===== config.mk =====
export PLATFORM = sky130hd
export DESIGN_NAME = systolic_gemm_latency_estimator
export DESIGN_NICKNAME = d
export VERILOG_FILES = /design/src/rtl/sgle_pkg.sv /design/src/rtl/systolic_gemm_latency_estimator.sv
export SDC_FILE = /design/constraint.sdc
export NUM_CORES = 2
export LEC_CHECK = 0
export BUFFER_PORTS_ARGS = -buffer_cell sky130_fd_sc_hd__buf_2
export CORE_AREA = 2 2 395 397
export CTS_BUF_LIST = sky130_fd_sc_hd__clkbuf_4
export CTS_CLUSTER_SIZE = 28
export DETAILED_ROUTE_END_ITERATION = 7
export DIE_AREA = 0 0 397 399
export RECOVER_POWER = 100
export REMOVE_ABC_BUFFERS = 1
export SLEW_MARGIN = 20
export SYNTH_ARGS = -nofsm -noshare
export SYNTH_HDL_FRONTEND = slang
export SYNTH_SLANG_ARGS = --single-unit

===== constraint.sdc =====
create_clock -name clk -period 43.5 [get_ports clk]
set_input_delay 6.525 -clock clk [delete_from_list [all_inputs] [get_ports clk]]
set_output_delay 6.525 -clock clk [all_outputs]
set_load 0.1 [all_outputs]

===== src/rtl/sgle_pkg.sv =====
// Shared types and constants of the systolic GEMM latency estimator.
package sgle_pkg;

	localparam int unsigned TILE_DIV_BITS = 17;
	localparam int unsigned LAT_DIV_BITS  = 67;
	localparam int unsigned DIV_CNT_W     = 7;

	localparam logic [1:0] STATUS_OK       = 2'd0;
	localparam logic [1:0] STATUS_ZERO_DIM = 2'd1;
	localparam logic [1:0] STATUS_DW_N     = 2'd2;

	typedef enum logic [2:0] {
		REG_ARRAY_ROWS  = 3'd0,
		REG_ARRAY_COLS  = 3'd1,
		REG_WEIGHT_LOAD = 3'd2,
		REG_DW_OVERHEAD = 3'd3,
		REG_UTILIZATION = 3'd4
	} reg_idx_t;

	typedef enum logic [3:0] {
		ST_IDLE,
		ST_DIV_M,
		ST_DIV_N,
		ST_MUL_MK,
		ST_MUL_MKN,
		ST_MUL_TT,
		ST_MUL_RAW,
		ST_SCALE,
		ST_DIV_LAT,
		ST_UPDATE,
		ST_DONE
	} state_t;

	typedef struct packed {
		logic [15:0] m_dim;
		logic [15:0] k_dim;
		logic [15:0] n_dim;
		logic        is_depthwise;
	} cmd_t;

	typedef struct packed {
		logic [47:0] latency_cycles;
		logic        latency_saturated;
		logic [47:0] mac_count;
		logic [1:0]  status;
		logic [31:0] dense_total;
		logic [31:0] depthwise_total;
		logic [63:0] mac_total;
	} rsp_t;

endpackage


===== src/rtl/systolic_gemm_latency_estimator.sv =====
// Top level of the systolic GEMM latency estimator.
//
// A command item (M, K, N and a depthwise flag) enters on the cmd channel and
// one result item leaves on the rsp channel. Both channels move an item at a
// rising edge where valid is high and stall is low. Array size, per-tile weight
// load cost, depthwise overhead and the Q1.16 utilization factor are written
// through the APB-style register port; the user must do so only while the
// block is idle, as the block itself does not enforce it. A valid command runs
// two 17-step tile divisions, four products on one shared multiplier, one
// 67-step division for the utilization scaling and bookkeeping steps. All
// divisions use the single shared restoring divider, one quotient bit per cycle.
// A command with an error status goes straight to its result. cmd_stall is
// high while a command is being worked on, so one command is in flight at a
// time and the next one is accepted only once the result has left the last step.
// The result sits in an output register; a stalled result holds there while
// the next command is already accepted and worked on. A finished command waits
// in its last step until that register is free.
// Reset clears the running totals, loads the register defaults (16 x 16
// array, no extra costs, utilization 1.0) and empties the output register.
module systolic_gemm_latency_estimator
	import sgle_pkg::*;
#(
	parameter int unsigned DIM_WIDTH = 16
) (
	input  logic        clk,
	input  logic        arst_n,
	input  logic        cmd_valid,
	output logic        cmd_stall,
	input  cmd_t        cmd,
	output logic        rsp_valid,
	input  logic        rsp_stall,
	output rsp_t        rsp,
	input  logic        psel,
	input  logic        penable,
	input  logic        pwrite,
	input  logic [4:0]  paddr,
	input  logic [31:0] pwdata,
	output logic [31:0] prdata,
	output logic        pready
);

	logic [10:0] array_rows_q;
	logic [10:0] array_cols_q;
	logic [15:0] weight_load_q;
	logic [15:0] dw_overhead_q;
	logic [16:0] util_q;

	logic [10:0] rows_eff;
	logic [10:0] cols_eff;
	logic [16:0] util_eff;

	state_t state_q, state_d;

	logic [DIM_WIDTH-1:0] m_in, k_in, n_in;
	logic [DIM_WIDTH-1:0] m_q, k_q, n_q, tm_q, tn_q;
	logic                 dw_q;
	logic [17:0]          per_tile_q;
	logic [1:0]           status_q;
	logic [1:0]           status_in;
	logic [47:0]          mac_q;
	logic [47:0]          lat_q;
	logic                 sat_q;

	logic [31:0] dense_cnt_q;
	logic [31:0] dw_cnt_q;
	logic [63:0] mac_acc_q;
	logic [64:0] mac_sum;

	logic [31:0] mul_a;
	logic [17:0] mul_b;
	logic [49:0] mul_p;
	logic [49:0] prod_q;
	logic [49:0] raw_total;

	logic                    div_load;
	logic [LAT_DIV_BITS-1:0] div_num_ld;
	logic [16:0]             div_den_ld;
	logic [DIV_CNT_W-1:0]    div_cnt_ld;
	logic [LAT_DIV_BITS-1:0] div_num_q;
	logic [16:0]             div_den_q;
	logic [16:0]             div_rem_q;
	logic [LAT_DIV_BITS-1:0] div_quo_q;
	logic [DIV_CNT_W-1:0]    div_cnt_q;
	logic [17:0]             div_trial;
	logic                    div_ge;
	logic [17:0]             div_diff;
	logic                    div_busy;

	logic accept;
	logic rsp_load;
	logic cfg_write;
	rsp_t rsp_q;
	logic rsp_valid_q;

	assign pready    = 1'b1;
	assign cfg_write = psel & penable & pwrite;

	always_ff @(posedge clk or negedge arst_n) begin
		if (!arst_n) begin
			array_rows_q  <= 11'd16;
			array_cols_q  <= 11'd16;
			weight_load_q <= 16'd0;
			dw_overhead_q <= 16'd0;
			util_q        <= 17'h10000;
		end else if (cfg_write) begin
			case (reg_idx_t'(paddr[4:2]))
				REG_ARRAY_ROWS:  array_rows_q  <= pwdata[10:0];
				REG_ARRAY_COLS:  array_cols_q  <= pwdata[10:0];
				REG_WEIGHT_LOAD: weight_load_q <= pwdata[15:0];
				REG_DW_OVERHEAD: dw_overhead_q <= pwdata[15:0];
				REG_UTILIZATION: util_q        <= pwdata[16:0];
				default: ;
			endcase
		end
	end

	always_comb begin
		case (reg_idx_t'(paddr[4:2]))
			REG_ARRAY_ROWS:  prdata = 32'(array_rows_q);
			REG_ARRAY_COLS:  prdata = 32'(array_cols_q);
			REG_WEIGHT_LOAD: prdata = 32'(weight_load_q);
			REG_DW_OVERHEAD: prdata = 32'(dw_overhead_q);
			REG_UTILIZATION: prdata = 32'(util_q);
			default:         prdata = 32'd0;
		endcase
	end

	assign rows_eff = (array_rows_q == 11'd0) ? 11'd1 : array_rows_q;
	assign cols_eff = (array_cols_q == 11'd0) ? 11'd1 : array_cols_q;
	assign util_eff = (util_q == 17'd0) ? 17'd1 : util_q;

	assign m_in = cmd.m_dim[DIM_WIDTH-1:0];
	assign k_in = cmd.k_dim[DIM_WIDTH-1:0];
	assign n_in = cmd.n_dim[DIM_WIDTH-1:0];

	always_comb begin
		if (m_in == '0 || k_in == '0 || n_in == '0) begin
			status_in = STATUS_ZERO_DIM;
		end else if (cmd.is_depthwise && n_in != DIM_WIDTH'(1)) begin
			status_in = STATUS_DW_N;
		end else begin
			status_in = STATUS_OK;
		end
	end

	assign cmd_stall = (state_q != ST_IDLE);
	assign accept    = cmd_valid & ~cmd_stall;
	assign rsp_load  = (state_q == ST_DONE) && (!rsp_valid_q || !rsp_stall);
	assign div_busy  = (div_cnt_q != '0);

	assign raw_total = prod_q + (dw_q ? 50'(dw_overhead_q) : 50'd0);

	always_ff @(posedge clk or negedge arst_n) begin
		if (!arst_n) begin
			state_q <= ST_IDLE;
		end else begin
			state_q <= state_d;
		end
	end

	always_comb begin
		state_d    = state_q;
		div_load   = 1'b0;
		div_num_ld = '0;
		div_den_ld = '0;
		div_cnt_ld = '0;
		mul_a      = '0;
		mul_b      = '0;
		case (state_q)
			ST_IDLE: begin
				if (accept) begin
					if (status_in == STATUS_OK) begin
						div_load   = 1'b1;
						div_num_ld = {17'(m_in) + 17'(rows_eff) - 17'd1,
							{(LAT_DIV_BITS - TILE_DIV_BITS){1'b0}}};
						div_den_ld = 17'(rows_eff);
						div_cnt_ld = DIV_CNT_W'(TILE_DIV_BITS);
						state_d    = ST_DIV_M;
					end else begin
						state_d = ST_DONE;
					end
				end
			end
			ST_DIV_M: begin
				if (!div_busy) begin
					div_load   = 1'b1;
					div_num_ld = {17'(n_q) + 17'(cols_eff) - 17'd1,
						{(LAT_DIV_BITS - TILE_DIV_BITS){1'b0}}};
					div_den_ld = 17'(cols_eff);
					div_cnt_ld = DIV_CNT_W'(TILE_DIV_BITS);
					state_d    = ST_DIV_N;
				end
			end
			ST_DIV_N: begin
				if (!div_busy) begin
					state_d = ST_MUL_MK;
				end
			end
			ST_MUL_MK: begin
				mul_a   = 32'(m_q);
				mul_b   = 18'(k_q);
				state_d = ST_MUL_MKN;
			end
			ST_MUL_MKN: begin
				mul_a   = prod_q[31:0];
				mul_b   = 18'(n_q);
				state_d = ST_MUL_TT;
			end
			ST_MUL_TT: begin
				mul_a   = 32'(tm_q);
				mul_b   = 18'(tn_q);
				state_d = ST_MUL_RAW;
			end
			ST_MUL_RAW: begin
				mul_a   = prod_q[31:0];
				mul_b   = per_tile_q;
				state_d = ST_SCALE;
			end
			ST_SCALE: begin
				div_load   = 1'b1;
				div_num_ld = LAT_DIV_BITS'({raw_total, 16'h0}) +
					LAT_DIV_BITS'(util_eff - 17'd1);
				div_den_ld = util_eff;
				div_cnt_ld = DIV_CNT_W'(LAT_DIV_BITS);
				state_d    = ST_DIV_LAT;
			end
			ST_DIV_LAT: begin
				if (!div_busy) begin
					state_d = ST_UPDATE;
				end
			end
			ST_UPDATE: begin
				state_d = ST_DONE;
			end
			ST_DONE: begin
				if (rsp_load) begin
					state_d = ST_IDLE;
				end
			end
			default: begin
				state_d = ST_IDLE;
			end
		endcase
	end

	assign mul_p = mul_a * mul_b;

	assign div_trial = {div_rem_q, div_num_q[LAT_DIV_BITS-1]};
	assign div_ge    = (div_trial >= {1'b0, div_den_q});
	assign div_diff  = div_trial - {1'b0, div_den_q};

	always_ff @(posedge clk or negedge arst_n) begin
		if (!arst_n) begin
			div_cnt_q <= '0;
		end else if (div_load) begin
			div_cnt_q <= div_cnt_ld;
		end else if (div_busy) begin
			div_cnt_q <= div_cnt_q - DIV_CNT_W'(1);
		end
	end

	always_ff @(posedge clk) begin
		if (div_load) begin
			div_num_q <= div_num_ld;
			div_den_q <= div_den_ld;
			div_rem_q <= '0;
			div_quo_q <= '0;
		end else if (div_busy) begin
			div_num_q <= {div_num_q[LAT_DIV_BITS-2:0], 1'b0};
			div_rem_q <= div_ge ? div_diff[16:0] : div_trial[16:0];
			div_quo_q <= {div_quo_q[LAT_DIV_BITS-2:0], div_ge};
		end
	end

	always_ff @(posedge clk) begin
		case (state_q)
			ST_IDLE: begin
				if (accept) begin
					m_q        <= m_in;
					k_q        <= k_in;
					n_q        <= n_in;
					dw_q       <= cmd.is_depthwise;
					status_q   <= status_in;
					per_tile_q <= 18'(weight_load_q) + 18'(k_in) + 18'(rows_eff) +
						18'(cols_eff) - 18'd1;
					mac_q      <= '0;
					lat_q      <= '0;
					sat_q      <= 1'b0;
				end
			end
			ST_DIV_M: begin
				if (!div_busy) begin
					tm_q <= div_quo_q[DIM_WIDTH-1:0];
				end
			end
			ST_DIV_N: begin
				if (!div_busy) begin
					tn_q <= div_quo_q[DIM_WIDTH-1:0];
				end
			end
			ST_MUL_MK, ST_MUL_MKN, ST_MUL_RAW: begin
				prod_q <= mul_p;
			end
			ST_MUL_TT: begin
				mac_q  <= prod_q[47:0];
				prod_q <= mul_p;
			end
			ST_DIV_LAT: begin
				if (!div_busy) begin
					sat_q <= |div_quo_q[LAT_DIV_BITS-1:48];
					lat_q <= (|div_quo_q[LAT_DIV_BITS-1:48]) ? '1 : div_quo_q[47:0];
				end
			end
			default: ;
		endcase
	end

	assign mac_sum = {1'b0, mac_acc_q} + 65'(mac_q);

	always_ff @(posedge clk or negedge arst_n) begin
		if (!arst_n) begin
			dense_cnt_q <= '0;
			dw_cnt_q    <= '0;
			mac_acc_q   <= '0;
		end else if (state_q == ST_UPDATE) begin
			if (dw_q) begin
				dw_cnt_q <= dw_cnt_q + 32'd1;
			end else begin
				dense_cnt_q <= dense_cnt_q + 32'd1;
			end
			mac_acc_q <= mac_sum[64] ? '1 : mac_sum[63:0];
		end
	end

	always_ff @(posedge clk or negedge arst_n) begin
		if (!arst_n) begin
			rsp_valid_q <= 1'b0;
		end else if (rsp_load) begin
			rsp_valid_q <= 1'b1;
		end else if (!rsp_stall) begin
			rsp_valid_q <= 1'b0;
		end
	end

	always_ff @(posedge clk) begin
		if (rsp_load) begin
			rsp_q.latency_cycles    <= lat_q;
			rsp_q.latency_saturated <= sat_q;
			rsp_q.mac_count         <= mac_q;
			rsp_q.status            <= status_q;
			rsp_q.dense_total       <= dense_cnt_q;
			rsp_q.depthwise_total   <= dw_cnt_q;
			rsp_q.mac_total         <= mac_acc_q;
		end
	end

	assign rsp_valid = rsp_valid_q;
	assign rsp       = rsp_q;

endmodule


After elaboration in Yosys (flattened, before gate mapping)
Cells that the tools add are included.

storage, ports and cells
  register bits = 854
  input bits = 93

operators by class
  $add $sub $neg = 16
  multipliers = 1
  $lt $le $gt $ge = 1
  equal/unequal tests = 21
  mux-type cells = 48
  bitwise logic cells = 6
  reductions and logical operators = 37

operator list
  kind                                                                  count
  67-bit 2-to-1 mux                                                     5
  67-bit case mux with 3 select lines                                   1
  48-bit case mux with 2 select lines                                   2
  48-bit 2-to-1 mux                                                     3
  32-bit case mux with 3 select lines                                   1
  17-bit case mux with 5 select lines                                   1
  18-bit case mux with 4 select lines                                   1
  66-bit by 67-bit adder with 67-bit output                             1
  64-bit by 48-bit adder with 65-bit output                             1
  32-bit by 1-bit adder with 32-bit output, second input constant       2
  64-bit 2-to-1 mux                                                     1
  11-bit 2-to-1 mux                                                     5
  17-bit case mux with 3 select lines                                   1
  50-bit by 16-bit adder with 50-bit output                             1
  32-bit by 18-bit multiplier with 50-bit output                        1
  16-bit logical NOT                                                    3
  4-bit case mux with 11 select lines                                   1
  16-bit by 11-bit adder with 17-bit output                             2
  17-bit 2-to-1 mux                                                     2
  17-bit by 1-bit subtractor with 17-bit output, second input constant  2
  4-bit 2-to-1 mux                                                      6
  11-bit logical NOT                                                    2
  2-bit AND reduction                                                   11
  7-bit case mux with 3 select lines                                    1
  other kinds (42)                                                      73

Logic depth before layout (Yosys ltp)
  word-level depth = 9
  mapped depth = 32
  gate-level depth less buffers = 29

Least setup slack after synthesis
Ideal clock, no wire load.

  path kind = in2reg
  from = in rsp_stall
  to = reg rsp_q (netlist bit rsp[0]), enable pin
  arrival time = 23.045 ns
  required time = 42.361 ns
  setup slack = 19.315 ns
  stages on the path = 2
  path through = nand2_1 -> nor3b_1

on the way
  cells in the longest elaborated chain, start to end = 3

ends and longest elaborated chain
  element            line                                    RTL
  start, declared    systolic_gemm_latency_estimator.sv:31   input logic rsp_stall,
  1-bit logical NOT  n/a
  1-bit logical OR   systolic_gemm_latency_estimator.sv:148  assign rsp_load = (state_q == ST_DONE) && (!rsp_valid_q || !rsp_stall);
  1-bit logical AND  systolic_gemm_latency_estimator.sv:148
  via rsp_load       systolic_gemm_latency_estimator.sv:90   logic rsp_load;
  end, declared      systolic_gemm_latency_estimator.sv:92   rsp_t rsp_q;

The timed path passes the listed nets, and every way through them passes these cells.
A chain may end at the register's enable or synchronous reset.

Worst setup path in the final report
  from = in paddr[3]
  to = out prdata[4]

on the way
  cells in the longest elaborated chain, start to end = 2
  elaborated cells on any way between the ends = 6

ends and longest elaborated chain
  element                                            line                                    RTL
  start, declared                                    systolic_gemm_latency_estimator.sv:36   input logic [4:0] paddr,
  3-bit equality test, or another cell as far along  systolic_gemm_latency_estimator.sv:118  case (reg_idx_t'(paddr[4:2]))
  17-bit case mux with 5 select lines (*)            systolic_gemm_latency_estimator.sv:118
  end, declared                                      systolic_gemm_latency_estimator.sv:38   output logic [31:0] prdata,

Mark *: on every way between the ends. The rest lies on a longest branch, timed or not.

==> flow_summary.json <==
{
  "holdPathEnd": "rsp[206]",
  "start_util": 0.400,
  "dpl.hpwl_mm": 134,
  "critical_path.startpoint_type": "input pin",
  "status": "finished, violations left",
  "cp-end-kind": "primary output",
  "yosys_register_bits": 854,
  "hold_violations": 0,
  "die_x_um": 397,
  "max_freq_mhz": 62.0,
  "insertion_delay_ps": 1230,
  "violations": "capacitance limit, slew limit",
  "grt_usage": 0.223,
  "min_from": "lat_q[27]",
  "worstPathArrival_ps": 9610,
  "grt_pass1_vias": 45600,
  "timing.rr.end": "prod_q[49]",
  "hold_buffers": 0,
  "area_growth_syn_to_layout_pct": 9.98,
  "finalSetupViolations": 0,
  "grt_pass1_wl_mm": 270,
  "power.density_nw_per_um2": 68.7,
  "dr.first_iter.drc_count": 3310,
  "ant_nets": 0,
  "cts_tree": "built",
  "ys_warn_count": 0,
  "die_h_um": 399,
  "synth_area_per_cell_um2": 9.94,
  "maxCapViolations": 25,
  "final_cell_mix": "nand2_1 (960), inv_1 (853), edfxtp_1 (559), fa_1 (507), nor2_1 (390)",
  "drive_gt1_frac": 0.0797,
  "cts_resized": 0,
  "post-route-period-util": 0.371,
  "cts_buffers": 225,
  "r2r-start": "state_q[3]",
  "synth_flop_cell": "edfxtp_1",
  "num-nets-final": 7501,
  "cts_setup_buffers": 0,
  "r2r_cells": 28,
  "syn-cell-area_um2": 61400,
  "grt_max_degree": 177,
  "min_path_type": "reg2reg",
  "worst-setup-path-type": "in2out",
  "routed_via_density": 5.22,
  "max_stage_delay_ps": 1010,
  "fin_tns_setup_ps": 0,
  "cts-root-buf": "clkbuf_4",
  "finalClockSkew_ps": 127,
  "cp_common_cell": "clkbuf_1",
  "synth_cell_type_count": 111,
  "layout.cells.most_common": "nand2_1",
  "htree_levels": 4,
  "final_util": 0.440,
  "drt-total-wl_mm": 178,
  "cp_top_family": "buffers and inverters",
  "critPathRequiredTime_ps": 36970,
  "rsz0062_at_grt": "false",
  "cpMaxStageDelayCell": "nor2b_1",
  "wl_per_cell_um": 20.2,
  "first_pass_iters": 6,
  "ioPinCount": 355,
  "placementRows": 144,
  "irDropWorstVdd_v": 0.0000340,
  "overflow": 0,
  "finalMaxSlewViolations": 1263,
  "antenna_found_initial": 6,
  "cp_max_fo": 27,
  "drc_errors": 0,
  "via_count": 45900,
  "fp.coreArea_um2": 154000,
  "gp_congestion": 0.919,
  "worstHoldPathCells": 0,
  "synth-edff-count": 559,
  "r2r_setup_slack_ps": 29030,
  "cts_num_sinks": 854,
  "io_buffers": 321,
  "yosysSeqAreaShare": 0.387,
  "critPathBufInv": 2,
  "syn-instance-count": 6178,
  "power.leakage_nw": 29.9,
  "cp_cell_sequence": "clkbuf_1 -> nor2b_1 -> a21oi_1 -> o22ai_1 -> clkbuf_1",
  "min_period_ps": 16130,
  "cts.clk_slew.worst_paths_ps": 70,
  "ys_async_sr_fraction": 0.247,
  "max_slew_margin": -3.65,
  "die-area_um2": 158000,
  "clockBufferDepth": 3,
  "worst_pin_slew_ps": 6970
}
-- cell families (layout without fill, tap and decap cells) --
logic type	count (synthesis)	in the layout	synth area share
muxes	88	88	0.0154
buffers and inverters	1163	1661	0.0733
and+or+nand+nor	1928	1928	0.140
DFF	854	854	0.387
xor gates and xnor gates	300	300	0.0428
AOI/OAI and AO/OA	978	978	0.103
other	2	73	0.000122
adders and majority gates	865	865	0.238
-- per-stage QoR --
step | std cells | worst slack, ps | instance area (um2) | hold slack (ps) | total power [mW]
after floorplan | 5934 | 19320 | 60400 | 400 | 3.13
after global placement | 8358 | 28390 | 65100 | 401 | 3.84
after detailed placement | 8359 | 28330 | 65100 | 405 | 3.88
after CTS | 8783 | 28330 | 68200 | 371 | 4.65
after global routing | 8791 | 26560 | 67600 | 380 | 5.01
final | 8791 | 27370 | 67600 | 365 | 4.64
-- state kept, by name (all words and copies together) (netlist names), 18 cells and up --
signal and count:
per_tile_q 18, rsp 227, div_num_q 67, mac_acc_q 64, dense_cnt_q 32, mac_q 48, div_quo_q 67, lat_q 48
prod_q 50, dw_cnt_q 32
-- Yosys cell counts, drive strengths merged (29+ instances only) --
| master | number | area, um2 |
|---|---|---|
| o21ai | 182 | 933 |
| edfxtp | 559 | 16800 |
| nand3 | 94 | 475 |
| dfrtp | 208 | 5200 |
| xnor2 | 198 | 1730 |
| a22oi | 37 | 278 |
| nor4 | 31 | 200 |
| nand4 | 63 | 394 |
| clkbuf | 254 | 953 |
| nor2b | 29 | 181 |
| o21a | 31 | 233 |
| a21o | 99 | 743 |
| and2 | 125 | 782 |
| dfxtp | 84 | 1680 |
| o21bai | 37 | 282 |
| inv | 855 | 3210 |
| buf | 54 | 342 |
| mux2 | 53 | 597 |
| nor2 | 397 | 1500 |
| ha | 358 | 4480 |
| xor2 | 102 | 893 |
| and3 | 76 | 475 |
| nand2 | 961 | 3610 |
| a21oi | 344 | 1730 |
| a211oi | 43 | 328 |
| nor3 | 63 | 347 |
| fa | 507 | 10100 |
| mux2i | 35 | 350 |
-- per-layer routing --
layer,wire (um),vias up,GRT usage
met3,14000,326,0.0524
met5,13,-,0
met2,80300,1750,0.347
met1,77000,22500,0.300
met4,6330,2,0.0913
li1,-,21300,-
-- worst max path at each step --
| stage | slack (ps) | cells past startpoint | startpoint | to |
|---|---|---|---|---|
| global route | 26560 | 3 | arst_n | dw_overhead_q[10] |
| finish | 27370 | 5 | paddr[3] | prdata[4] |
| CTS | 28330 | 5 | paddr[3] | prdata[3] |
| detailed placement | 28330 | 5 | paddr[3] | prdata[3] |
| global placement | 28390 | 5 | paddr[3] | prdata[1] |
| floorplan | 19320 | 2 | rsp_stall | rsp[0] |
-- area by class of cell --
| type | count | area [um2] |
|---|---|---|
| antenna | 7 | 17.5 |
| fill | 15000 | 86100 |
| tap | 2044 | 2560 |
| inverter | 855 | 3210 |
| clock buffer | 342 | 2570 |
| timing repair buffer | 382 | 1590 |
| multi-input combinational | 4225 | 33400 |
| clock inverter | 82 | 492 |
| sequential | 854 | 23800 |
-- where the power goes --
| part | total (mW) | switching [mW] | internal (mW) | leakage (nW) |
|---|---|---|---|---|
| clock | 0.733 | 0.356 | 0.377 | 1.81 |
| sequential | 1.38 | 0.217 | 1.16 | 8.80 |
| combinational | 2.53 | 1.65 | 0.881 | 19.3 |
Power figures use the tool's default switching activity.
